$ cat config.mk
export PLATFORM = sky130hd
export DESIGN_NAME = command_packet_filter_fifo
export DESIGN_NICKNAME = d
export VERILOG_FILES = /design/src/design/cpff_pkg.sv /design/src/design/command_packet_filter_fifo.sv /design/src/design/cpff_ctrl.sv /design/src/design/cpff_datapath.sv
export SDC_FILE = /design/constraint.sdc
export NUM_CORES = 1
export LEC_CHECK = 0
export ABC_AREA = 1
export CORE_ASPECT_RATIO = 0.8
export CORE_UTILIZATION = 35
export CTS_BUF_LIST = sky130_fd_sc_hd__clkbuf_4 sky130_fd_sc_hd__clkbuf_8
export DETAILED_ROUTE_END_ITERATION = 12
export DONT_BUFFER_PORTS = 1
export SLEW_MARGIN = 20
export SYNTH_ARGS = -nofsm -noshare
export SYNTH_HDL_FRONTEND = slang
export SYNTH_SLANG_ARGS = --single-unit
export TNS_END_PERCENT = 10
$ cat constraint.sdc
create_clock -name clk_i -period 4.2 [get_ports clk_i]
set_input_delay 0.42 -clock clk_i [delete_from_list [all_inputs] [get_ports clk_i]]
set_output_delay 0.42 -clock clk_i [all_outputs]
set_load 0.01 [all_outputs]
$ cat src/design/cpff_pkg.sv
// Package with the shared types, codes and sizes of the command packet filter FIFO.
`default_nettype none

package cpff_pkg;

  localparam int QueueDepth = 4;
  localparam int IdxW       = (QueueDepth > 1) ? $clog2(QueueDepth) : 1;
  localparam int CntW       = $clog2(QueueDepth + 1);

  localparam logic [7:0] SenderId   = 8'd1;
  localparam logic [7:0] TargetId   = 8'd2;
  localparam logic [7:0] RoomMin    = 8'd1;
  localparam logic [7:0] RoomMax    = 8'd8;
  localparam logic [7:0] RoomStartA = 8'd3;
  localparam logic [7:0] RoomStartB = 8'd4;

  localparam logic [7:0] HeaderReset  = 8'd165;
  localparam logic [7:0] TargetReset  = 8'd1;
  localparam logic [7:0] StartReset   = 8'd2;
  localparam logic [7:0] ReleaseReset = 8'd3;

  typedef enum logic [1:0] {
    REQ_PACKET     = 2'd0,
    REQ_POP        = 2'd1,
    REQ_CLEAR      = 2'd2,
    REQ_POP_TARGET = 2'd3
  } req_e;

  typedef enum logic [2:0] {
    ST_OK         = 3'd0,
    ST_INVALID    = 3'd1,
    ST_FULL       = 3'd2,
    ST_EMPTY      = 3'd3,
    ST_NOT_TARGET = 3'd4
  } status_e;

  typedef enum logic [1:0] {
    CFG_HEADER  = 2'd0,
    CFG_TARGET  = 2'd1,
    CFG_START   = 2'd2,
    CFG_RELEASE = 2'd3
  } cfg_idx_e;

  typedef struct packed {
    logic [1:0] req_type;
    logic [7:0] in_header;
    logic [7:0] in_sender;
    logic [7:0] in_target;
    logic [7:0] in_cmd;
    logic [7:0] in_room;
    logic [7:0] in_seq;
    logic [7:0] in_reserved;
    logic [7:0] in_checksum;
  } in_beat_t;

  typedef struct packed {
    logic [2:0] status;
    logic [7:0] out_sender;
    logic [7:0] out_target;
    logic [7:0] out_cmd;
    logic [7:0] out_room;
    logic [7:0] out_seq;
    logic [3:0] saved_room;
    logic [2:0] pending_count;
  } out_beat_t;

  typedef struct packed {
    logic [7:0] sender;
    logic [7:0] target;
    logic [7:0] cmd;
    logic [7:0] room;
    logic [7:0] seq;
  } entry_t;

  // Commands from the controller to the datapath.
  typedef struct packed {
    logic capture;
    logic execute;
  } dp_cmd_t;

endpackage

`default_nettype wire

$ cat src/design/command_packet_filter_fifo.sv
// Top level of the command packet filter with its receive FIFO.
//
//  Channel   Direction  Handshake                     Payload
//  in        input      in_valid_i / in_stall_o       in_data_i  (cpff_pkg::in_beat_t)
//  out       output     out_valid_o / out_stall_i     out_data_o (cpff_pkg::out_beat_t)
//  cfg       input      cfg_we_i                      cfg_idx_i, cfg_wdata_i
//
// Each beat goes through capture, execute for the check and FIFO update, and
// presentation of the result.
// The controller handles one beat at a time; a new beat is taken once the result is taken.
// A stall on the output holds the result and keeps the input stalled.
// Reset empties the FIFO, clears the saved room and loads the default command codes.
`default_nettype none

module command_packet_filter_fifo (
  input  wire logic                clk_i,
  input  wire logic                rst_ni,
  input  wire logic                in_valid_i,
  output logic                     in_stall_o,
  input  wire cpff_pkg::in_beat_t  in_data_i,
  output logic                     out_valid_o,
  input  wire logic                out_stall_i,
  output cpff_pkg::out_beat_t      out_data_o,
  input  wire logic                cfg_we_i,
  input  wire logic [1:0]          cfg_idx_i,
  input  wire logic [7:0]          cfg_wdata_i
);

  cpff_pkg::dp_cmd_t dp_cmd;

  cpff_ctrl u_ctrl (
    .clk_i       (clk_i),
    .rst_ni      (rst_ni),
    .in_valid_i  (in_valid_i),
    .in_stall_o  (in_stall_o),
    .out_valid_o (out_valid_o),
    .out_stall_i (out_stall_i),
    .cmd_o       (dp_cmd)
  );

  cpff_datapath u_datapath (
    .clk_i       (clk_i),
    .rst_ni      (rst_ni),
    .cmd_i       (dp_cmd),
    .cfg_we_i    (cfg_we_i),
    .cfg_idx_i   (cfg_idx_i),
    .cfg_wdata_i (cfg_wdata_i),
    .in_data_i   (in_data_i),
    .out_data_o  (out_data_o)
  );

endmodule

`default_nettype wire

$ cat src/design/cpff_ctrl.sv
// Controller state machine that sequences capture, execution and output of one beat.
`default_nettype none

module cpff_ctrl (
  input  wire logic              clk_i,
  input  wire logic              rst_ni,
  input  wire logic              in_valid_i,
  output logic                   in_stall_o,
  output logic                   out_valid_o,
  input  wire logic              out_stall_i,
  output cpff_pkg::dp_cmd_t      cmd_o
);

  typedef enum logic [2:0] {
    S_IDLE = 3'b001,
    S_EXEC = 3'b010,
    S_OUT  = 3'b100
  } state_e;

  state_e state_q, state_d;

  always_comb begin
    state_d = state_q;
    unique case (state_q)
      S_IDLE: begin
        if (in_valid_i) begin
          state_d = S_EXEC;
        end
      end
      S_EXEC: begin
        state_d = S_OUT;
      end
      S_OUT: begin
        if (!out_stall_i) begin
          state_d = S_IDLE;
        end
      end
      default: begin
        state_d = S_IDLE;
      end
    endcase
  end

  always_ff @(posedge clk_i or negedge rst_ni) begin
    if (!rst_ni) begin
      state_q <= S_IDLE;
    end else begin
      state_q <= state_d;
    end
  end

  assign in_stall_o    = (state_q != S_IDLE);
  assign out_valid_o   = (state_q == S_OUT);
  assign cmd_o.capture = (state_q == S_IDLE) && in_valid_i;
  assign cmd_o.execute = (state_q == S_EXEC);

`ifndef ASSERT_OFF
  a_exec_follows_capture: assert property (@(posedge clk_i) disable iff (!rst_ni)
    cmd_o.capture |=> cmd_o.execute)
    else $error("execute did not follow a captured beat");
  a_exec_then_out: assert property (@(posedge clk_i) disable iff (!rst_ni)
    cmd_o.execute |=> out_valid_o)
    else $error("result not presented after execute");
  a_no_capture_while_out: assert property (@(posedge clk_i) disable iff (!rst_ni)
    out_valid_o |-> !cmd_o.capture)
    else $error("input captured while a result is pending");
`endif

endmodule

`default_nettype wire

$ cat src/design/cpff_datapath.sv
// Datapath: packet checks, receive FIFO, saved room, configuration and result register.
`default_nettype none

module cpff_datapath (
  input  wire logic                clk_i,
  input  wire logic                rst_ni,
  input  wire cpff_pkg::dp_cmd_t   cmd_i,
  input  wire logic                cfg_we_i,
  input  wire logic [1:0]          cfg_idx_i,
  input  wire logic [7:0]          cfg_wdata_i,
  input  wire cpff_pkg::in_beat_t  in_data_i,
  output cpff_pkg::out_beat_t      out_data_o
);

  localparam int IdxW = cpff_pkg::IdxW;
  localparam int CntW = cpff_pkg::CntW;

  cpff_pkg::entry_t    mem [cpff_pkg::QueueDepth];
  cpff_pkg::entry_t    head_q;
  cpff_pkg::in_beat_t  beat_q;
  cpff_pkg::out_beat_t out_q, out_d;

  logic [7:0]      header_q, target_code_q, start_code_q, release_code_q;
  logic [IdxW-1:0] wr_idx_q, wr_idx_d, rd_idx_q, rd_idx_d;
  logic [CntW-1:0] count_q, count_d;
  logic [3:0]      saved_q, saved_d;

  logic [7:0]       xsum;
  logic             hdr_ok, pkt_ok, room_target, room_start, full, empty, do_write;
  cpff_pkg::entry_t new_entry;

  function automatic logic [IdxW-1:0] next_idx(input logic [IdxW-1:0] idx);
    next_idx = (idx == IdxW'(cpff_pkg::QueueDepth - 1)) ? '0 : idx + IdxW'(1);
  endfunction

  // Configuration registers.
  always_ff @(posedge clk_i or negedge rst_ni) begin
    if (!rst_ni) begin
      header_q       <= cpff_pkg::HeaderReset;
      target_code_q  <= cpff_pkg::TargetReset;
      start_code_q   <= cpff_pkg::StartReset;
      release_code_q <= cpff_pkg::ReleaseReset;
    end else if (cfg_we_i) begin
      unique case (cpff_pkg::cfg_idx_e'(cfg_idx_i))
        cpff_pkg::CFG_HEADER:  header_q       <= cfg_wdata_i;
        cpff_pkg::CFG_TARGET:  target_code_q  <= cfg_wdata_i;
        cpff_pkg::CFG_START:   start_code_q   <= cfg_wdata_i;
        cpff_pkg::CFG_RELEASE: release_code_q <= cfg_wdata_i;
        default: ;
      endcase
    end
  end

  always_ff @(posedge clk_i) begin
    if (cmd_i.capture) begin
      beat_q <= in_data_i;
    end
  end

  // Packet check.
  always_comb begin
    xsum = beat_q.in_header ^ beat_q.in_sender ^ beat_q.in_target ^ beat_q.in_cmd ^
           beat_q.in_room ^ beat_q.in_seq ^ beat_q.in_reserved;
    hdr_ok = (beat_q.in_header == header_q) && (beat_q.in_sender == cpff_pkg::SenderId) &&
             (beat_q.in_target == cpff_pkg::TargetId) && (xsum == beat_q.in_checksum);
    room_target = (beat_q.in_room >= cpff_pkg::RoomMin) &&
                  (beat_q.in_room <= cpff_pkg::RoomMax);
    room_start  = (beat_q.in_room == cpff_pkg::RoomStartA) ||
                  (beat_q.in_room == cpff_pkg::RoomStartB);
    // The target-room code takes priority when codes are programmed equal.
    if (beat_q.in_cmd == target_code_q) begin
      pkt_ok = hdr_ok && room_target;
    end else if ((beat_q.in_cmd == start_code_q) || (beat_q.in_cmd == release_code_q)) begin
      pkt_ok = hdr_ok && room_start;
    end else begin
      pkt_ok = 1'b0;
    end
  end

  assign full  = (count_q == CntW'(cpff_pkg::QueueDepth));
  assign empty = (count_q == '0);

  assign new_entry.sender = beat_q.in_sender;
  assign new_entry.target = beat_q.in_target;
  assign new_entry.cmd    = beat_q.in_cmd;
  assign new_entry.room   = beat_q.in_room;
  assign new_entry.seq    = beat_q.in_seq;

  always_comb begin
    wr_idx_d = wr_idx_q;
    rd_idx_d = rd_idx_q;
    count_d  = count_q;
    saved_d  = saved_q;
    do_write = 1'b0;
    out_d.status     = cpff_pkg::ST_OK;
    out_d.out_sender = '0;
    out_d.out_target = '0;
    out_d.out_cmd    = '0;
    out_d.out_room   = '0;
    out_d.out_seq    = '0;
    case (cpff_pkg::req_e'(beat_q.req_type))
      cpff_pkg::REQ_PACKET: begin
        if (!pkt_ok) begin
          out_d.status = cpff_pkg::ST_INVALID;
        end else if (full) begin
          out_d.status = cpff_pkg::ST_FULL;
        end else begin
          do_write = 1'b1;
          wr_idx_d = next_idx(wr_idx_q);
          count_d  = count_q + CntW'(1);
          if (beat_q.in_cmd == target_code_q) begin
            saved_d = beat_q.in_room[3:0];
          end
        end
      end
      cpff_pkg::REQ_CLEAR: begin
        wr_idx_d = '0;
        rd_idx_d = '0;
        count_d  = '0;
      end
      default: begin
        if (empty) begin
          out_d.status = cpff_pkg::ST_EMPTY;
        end else begin
          out_d.out_sender = head_q.sender;
          out_d.out_target = head_q.target;
          out_d.out_cmd    = head_q.cmd;
          out_d.out_room   = head_q.room;
          out_d.out_seq    = head_q.seq;
          rd_idx_d = next_idx(rd_idx_q);
          count_d  = count_q - CntW'(1);
          if (beat_q.req_type == cpff_pkg::REQ_POP_TARGET) begin
            if (head_q.cmd == target_code_q) begin
              saved_d = head_q.room[3:0];
            end else begin
              out_d.status = cpff_pkg::ST_NOT_TARGET;
            end
          end
        end
      end
    endcase
    out_d.saved_room    = saved_d;
    out_d.pending_count = 3'(count_d);
  end

  // Head entry is a registered read of the memory; the read pointer and memory settle while the
  // previous result is presented, so the head is current whenever a beat executes.
  always_ff @(posedge clk_i) begin
    if (cmd_i.execute && do_write) begin
      mem[wr_idx_q] <= new_entry;
    end
    head_q <= mem[rd_idx_q];
  end

  always_ff @(posedge clk_i or negedge rst_ni) begin
    if (!rst_ni) begin
      wr_idx_q <= '0;
      rd_idx_q <= '0;
      count_q  <= '0;
      saved_q  <= '0;
    end else if (cmd_i.execute) begin
      wr_idx_q <= wr_idx_d;
      rd_idx_q <= rd_idx_d;
      count_q  <= count_d;
      saved_q  <= saved_d;
    end
  end

  always_ff @(posedge clk_i) begin
    if (cmd_i.execute) begin
      out_q <= out_d;
    end
  end

  assign out_data_o = out_q;

`ifndef ASSERT_OFF
  a_count_bound: assert property (@(posedge clk_i) disable iff (!rst_ni)
    count_q <= CntW'(cpff_pkg::QueueDepth))
    else $error("FIFO count exceeds depth");
  a_clear_empties: assert property (@(posedge clk_i) disable iff (!rst_ni)
    (cmd_i.execute && (beat_q.req_type == cpff_pkg::REQ_CLEAR)) |=> (count_q == '0))
    else $error("clear did not empty the FIFO");
  a_full_status: assert property (@(posedge clk_i) disable iff (!rst_ni)
    (cmd_i.execute && (out_d.status == cpff_pkg::ST_FULL)) |=>
      (count_q == CntW'(cpff_pkg::QueueDepth)) && $stable(wr_idx_q))
    else $error("dropped packet changed the FIFO");
  a_invalid_keeps: assert property (@(posedge clk_i) disable iff (!rst_ni)
    (cmd_i.execute && (out_d.status == cpff_pkg::ST_INVALID)) |=>
      $stable(count_q) && $stable(saved_q))
    else $error("invalid packet changed state");
`endif

endmodule

`default_nettype wire
==> flow_summary_export.csv, run 1 <==
group,metric,value,unit
status,status,"finished, final reports clean",
detailed_routing,drtPass1Iterations,5,
cts,cts_buffers,56,
final_layout,layout-drive-gt1-share,12.0,%
power,finalPower,10.3,mW
logic_synthesis,netlist_area,14600,um^2
cts,cts_tree,"built",
sta,fin_skew,0.0157,ns
logic_synthesis,syn_nets,1402,
place,dp_hpwl,24000,um
final_layout,final_cell_mix,"nand2_1 (298), edfxtp_1 (276), nor2_1 (160)",
logic_synthesis,yosysUniqueCellTypes,35,
final_layout,final_common_cell,"nand2_1",
sta,setup_viol,0,
sta,finalCriticalPeriod,3.30,ns
sta,max_freq,303,MHz
worst_hold_path,hold_class,"in2reg",
sta,maxSlewHeadroom,43.9,%
logic_synthesis,synthCells,1313,
floorplanning,die_x,230,um
final_layout,n_antenna_cell,0,
detailed_routing,wirelength,36700,um
logic_synthesis,ys_ff_latch,362,
floorplanning,fp.dieArea,42400,um^2
power,cellPowerDensity,596,nW/um^2
sta,fin_crit_sh,78.6,%
detailed_routing,postRouteAntennaNets,0,
floorplanning,core-area,40800,um^2
flow_run,cap_violations,0,
sta,tns,0,ns
global_route,grt_start_max_net_pins,59,
sta,rsz0062_at_grt,"no",
global_route,grt_pass1_wl,55700,um
cts,cts_root_buffer,"clkbuf_8",
place,place_congestion,0.890,
cts,clockBufferDepth,3,
cts,cts_resized,0,
cts,worstSkewPairLatency,0.61,ns
final_layout,fill_cells,3818,
sta,tightest_slew,0.841,ns
power,leakage,6.94,nW
critical_path,cp.arrival,3.60,ns
floorplanning,row_count,66,
power,vdd_ir_drop_max,336,uV
critical_path,crit_type,"reg2reg",
global_route,antenna_found_initial,2,
logic_synthesis,synth_warnings,0,
cts,htreeDepth,2,
detailed_routing,via_per_inst,4.78,
detailed_routing,vias,9613,
floorplanning,initial_utilization,35.7,%
floorplanning,ios,133,
cts,path_clk_slew,0.07,ns
sta,maxSlewViolCount,0,
detailed_routing,drc,0,
detailed_routing,drt_iter0_markers,770,
sta,hold_violations,0,
logic_synthesis,yosysSeqAreaShare,70.4,%
final_layout,syn_to_final_growth,18.3,%
critical_path,cp.required,4.50,ns
final_layout,nets,1510,
logic_synthesis,avgSynthCellArea,11.1,um^2
global_route,grt_pass1_vias,9148,
detailed_routing,routedWlPerCell,18.2,um
global_route,overflow,0,
floorplanning,die_h,184,um
place,portBuffers,0,
critical_path,critPathLaunchType,"flip-flop",
global_route,grtUsageTotal,17.5,%
critical_path,crit_fanout,25,
critical_path,endpoint_kind,"flip-flop",
cts,cts.sinks,362,
-- layout make-up --
| class | instances | area [um^2] | area share [%] |
|---|---|---|---|
| clock buffer | 81 | 1040 | 6.04 |
| tap | 544 | 681 | 3.95 |
| multi-input combinational | 756 | 3590 | 20.8 |
| clock inverter | 25 | 193 | 1.12 |
| inverter | 158 | 593 | 3.44 |
| timing repair buffer | 87 | 876 | 5.09 |
| sequential | 362 | 10300 | 59.5 |
-- flip-flops by register name, summed over array words and instances, names as in the netlist, 4 cells and up --
register                   count
u_datapath.head_q             40
u_datapath.saved_q             4
u_datapath.start_code_q        8
u_datapath.out_data_o         50
u_datapath.header_q            8
u_datapath.release_code_q      8
u_datapath.mem               160
u_datapath.beat_q             66
u_datapath.target_code_q       8
-- routing by layer --
metal / GRT usage, % / vias to the layer above / wire (um)
li1: - / 4607 / -
met1: 25.1 / 4606 / 17200
met2: 26.5 / 349 / 16200
met3: 3.99 / 49 / 2690
met4: 4.77 / 2 / 607
met5: 0 / - / 13
-- logic make-up (layout without fill, tap and decap cells) --
family | after synthesis | after routing | share of synthesized area [%]
xor gates and xnor gates | 22 | 22 | 1.32
AOI/OAI and AO/OA | 171 | 171 | 6.32
adders and majority gates | 8 | 8 | 0.688
DFF | 362 | 362 | 70.4
buffers and inverters | 195 | 351 | 5.24
and+or+nand+nor | 555 | 555 | 16.0
-- what timing repair did --
action	4_1_cts	5_1_grt
hold buffers	72	0
buffers inserted	0	0
hold endpoints to repair	118	0
-- stage by stage --
step           instance area, um^2  hold slack [ns]  instances  util [%]  worst slack, ns
2_1_floorplan                14600            0.124       1313         -           0.0312
3_3_place_gp                 15300            0.127       1835      37.4             1.00
3_5_place_dp                 15300            0.127       1835      37.4            0.926
4_1_cts                      17200          0.00166       2013      42.2            0.892
5_1_grt                      17200           0.0176       2013      42.2            0.603
6_report                     17200           0.0322       2013      42.2            0.897
-- final timing paths --
path | start | to | slack, ns | depth (start not counted)
max | u_datapath.beat_q[36]$_DFFE_PP_ | u_datapath.mem[3][0]$_DFFE_PP_ | 0.90 | 13
min | cfg_wdata_i[2] | u_datapath.header_q[2]$_DFFE_PN1P_ | 0.03 | 2
max reg2reg | u_datapath.beat_q[36]$_DFFE_PP_ | u_datapath.mem[3][0]$_DFFE_PP_ | 0.90 | 13
min reg2reg | u_datapath.saved_q[2]$_DFFE_PN0P_ | u_datapath.saved_q[2]$_DFFE_PN0P_ | 0.48 | 2
max in group asynchronous | rst_ni | u_datapath.release_code_q[1]$_DFFE_PN1P_ | 3.54 | 2
min in group asynchronous | rst_ni | u_datapath.wr_idx_q[0]$_DFFE_PN0P_ | 0.37 | 2
-- power breakdown --
part | internal, mW | switching, mW | total, mW
combinational | 0.650 | 1.37 | 2.02
sequential | 4.53 | 0.534 | 5.07
clock | 1.78 | 1.40 | 3.17
-- cells in the mapped netlist (all sizes together) --
cell type	n	share of area [%]
clkinv	4	0.10
clkbuf	33	0.99
xnor2	19	1.1
xor2	3	0.18
buf	4	0.18
nand3b	11	0.65
o211ai	1	0.052
nand4	19	0.86
o21bai	1	0.077
o22ai	44	1.9
or2	3	0.13
nor4	1	0.043
nor2	170	4.5
nor3	5	0.17
ha	8	0.69
dfrtp	37	6.4
nand2	320	8.7
o21ai	125	4.3
inv	154	4.0
dfstp	9	1.6
dfxtp	40	5.5
nand3	26	0.96
edfxtp	276	57
-- critical path, stage by stage (launching register included) --
cell and delay [ns]:
edfxtp_1 0.64, xnor2_1 0.25, nand2_1 0.06, nor2_1 0.20, nand2_1 0.08, nand2_1 0.08, nand2_1 0.05, nand2_1 0.05
nand2_1 0.08, nor2_4 0.25, nand3_1 0.15, nand3b_4 0.25, nor2_4 0.53, buf_12 0.28
Power figures use the tool's default switching activity.
==> inputs of run 2 (changes only) <==
Clock period 4.2 ns to 2.8 ns, I/O delays scaled along.
==> flow_summary_export.csv, run 2 (same netlist as run 1, synthesis figures left out) <==
group,metric,value,unit
critical_path,r2r_start,"u_datapath.beat_q[26]$_DFFE_PP_",
floorplanning,die_x,230,um
power,p_clk_share,30.2,%
floorplanning,die_h,184,um
critical_path,worst_path_most_repeated_cell,"nand2_1",
cts,worstSkewPairLatency,0.60,ns
sta,setup_viol,0,
worst_hold_path,min_path_cells,3,
final_layout,layout-drive-gt1-share,14.7,%
global_route,grt_pass1_vias,9434,
power,leakage,7.18,nW
cts,path_clk_slew,0.06,ns
final_layout,syn_to_final_growth,21.6,%
power,p_seq_share,47.6,%
detailed_routing,vias,9736,
cts,cts_buffers,56,
worst_hold_path,hold-path-endpoint,"u_datapath.header_q[2]$_DFFE_PN1P_",
global_route,antenna_found_initial,1,
power,intPower,10.6,mW
detailed_routing,routedWlPerCell,18.2,um
global_route,grt_pass1_wl,56200,um
sta,hold_violations,0,
sta,maxSlewHeadroom,33.2,%
sta,finalCriticalPeriod,2.68,ns
floorplanning,fp.dieArea,42400,um^2
critical_path,ff2ff_setup_slack,0.12,ns
floorplanning,initial_utilization,35.7,%
power,p_sw_share,32.1,%
status,status,"finished, final reports clean",
detailed_routing,postRouteAntennaNets,0,
global_route,overflow,0,
final_layout,nets,1551,
sta,setup_ws,0.117,ns
flow_run,cap_violations,0,
final_layout,postLayoutCoreUtil,43.4,%
critical_path,cp.arrival,2.98,ns
critical_path,crit_type,"reg2reg",
place,pre_cts_slack,0.114,ns
global_route,grtUsageTotal,17.7,%
cts,cts.sinks,362,
sta,fin_crit_sh,95.8,%
floorplanning,core-area,40800,um^2
critical_path,endpoint_kind,"flip-flop",
critical_path,cp.required,3.09,ns
critical_path,critPathSlowestCell,"edfxtp_1",
critical_path,path_buf_inv,3,
place,dp_hpwl,25600,um
sta,fin_skew,0.0266,ns
detailed_routing,drc,0,
worst_hold_path,hold_class,"in2reg",
final_layout,largest_register_ffs,160,
critical_path,critPathMaxStageDelay,0.54,ns
global_route,grt_start_max_net_pins,83,
critical_path,path_delay_family,"simple AND/OR/NAND/NOR gates",
cts,clockBufferDepth,3,
cts,cts_tree,"built",
detailed_routing,wirelength,37300,um
sta,max_freq,373,MHz
cts,htreeDepth,2,
power,switchingPower,5.04,mW
detailed_routing,drt_iter0_markers,803,
floorplanning,row_count,66,
critical_path,crit_fanout,23,
power,pwr-share-comb,22.2,%
critical_path,worst-r2r-cell-count,17,
critical_path,r2r-end,"u_datapath.mem[1][27]$_DFFE_PP_",
power,vdd_ir_drop_max,407,uV
floorplanning,ios,133,
final_layout,final_cell_mix,"nand2_1 (296), edfxtp_1 (276), nor2_1 (157)",
power,cellPowerDensity,885,nW/um^2
critical_path,crit_chain,"inv_2, nand2_1, nand2_1, nand2_1, nand2_1, inv_1, nand2_2, nand2_1, nand2_1, nand2_1, nor2_2, nand2_2, nor2_4, nand3_2, nand3b_4, nor2_4, buf_12",
final_layout,largest-register,"u_datapath.mem",
sta,maxSlewViolCount,0,
detailed_routing,via_per_inst,4.74,
cts,cts_root_buffer,"clkbuf_8",
final_layout,final_common_cell,"nand2_1",
detailed_routing,drtPass1Iterations,5,
sta,tightest_slew,0.996,ns
critical_path,critPathLaunchType,"flip-flop",
place,portBuffers,0,
place,place_congestion,0.850,
worst_hold_path,hold_start,"cfg_we_i",
## run 2: cell types whose count changed in the layout (fill, tap and decap cells not counted), sizes merged
cell | before | now
buf | 16 | 51
bufinv | 3 | 2
clkbuf | 81 | 90
clkinv | 24 | 17
clkinvlp | 2 | 0
diode | 0 | 1
dlygate4sd3 | 71 | 77
inv | 154 | 155
## run 2: per-stage QoR
step	instances	power (mW)	area, um^2	setup TNS [ns]	hold WS [ns]
after CTS	2041	15.7	17600	0	0.129
after detailed placement	1857	10.8	15500	0	-0.0116
after floorplan	1313	9.51	14600	-62.54	-0.0156
after global placement	1857	10.8	15500	0	-0.0114
after global routing	2055	16.5	17700	-0.0949	0.215
final	2055	15.7	17700	0	0.164
## run 2: how the worst max path moves through the flow
| stage | start | cells after the start | endpoint |
|---|---|---|---|
| after floorplan | u_datapath.beat_q[36]$_DFFE_PP_ | 17 | u_datapath.mem[0][0]$_DFFE_PP_ |
| after global placement | u_datapath.beat_q[29]$_DFFE_PP_ | 13 | u_datapath.mem[2][16]$_DFFE_PP_ |
| after detailed placement | u_datapath.beat_q[29]$_DFFE_PP_ | 13 | u_datapath.mem[2][30]$_DFFE_PP_ |
| after CTS | u_datapath.beat_q[26]$_DFFE_PP_ | 17 | u_datapath.mem[0][39]$_DFFE_PP_ |
| after global routing | u_datapath.beat_q[33]$_DFFE_PP_ | 16 | u_datapath.mem[1][36]$_DFFE_PP_ |
| final | u_datapath.beat_q[26]$_DFFE_PP_ | 17 | u_datapath.mem[1][27]$_DFFE_PP_ |
## run 2: tightest hold or removal path: stages
cell and delay (ns):
nand2_1 0.26, nand2_1 0.14, o21ai_0 0.07
## run 2: layout make-up
cell class              count  area, um^2
well taps                 544         681
repair buffers            128        1340
multi-input cells         756        3600
clock buffers              90        1100
diodes                      1        2.50
flip-flops and latches    362       10300
inverters                 158         593
clock inverters            16         129
fillers                  3815       23100
## run 2: power by group through the flow
stage          registers [mW]  logic, mW  clock network (mW)
2_1_floorplan            7.30       2.21                   0
3_3_place_gp             7.59       3.20                   0
3_5_place_dp             7.60       3.25                   0
4_1_cts                  7.50       3.38                4.83
5_1_grt                  7.55       3.92                5.07
6_report                 7.47       3.48                4.73
## run 2: routing by layer
| layer | wire length (um) | part of all wire (%) | GRT usage, % |
|---|---|---|---|
| met2 | 16400 | 44 | 26.6 |
| met4 | 680 | 1.8 | 4.95 |
| met1 | 17900 | 48 | 25.7 |
| met5 | 0 | 0 | 0 |
| met3 | 2400 | 6.4 | 3.84 |
## run 2: timing repair
item / CTS / global route
hold endpoints to repair: 147 / 0
resized for setup: 0 / 10
buffers inserted: 0 / 13
endpoints found under the setup margin: 0 / 160
hold buffers: 78 / 0
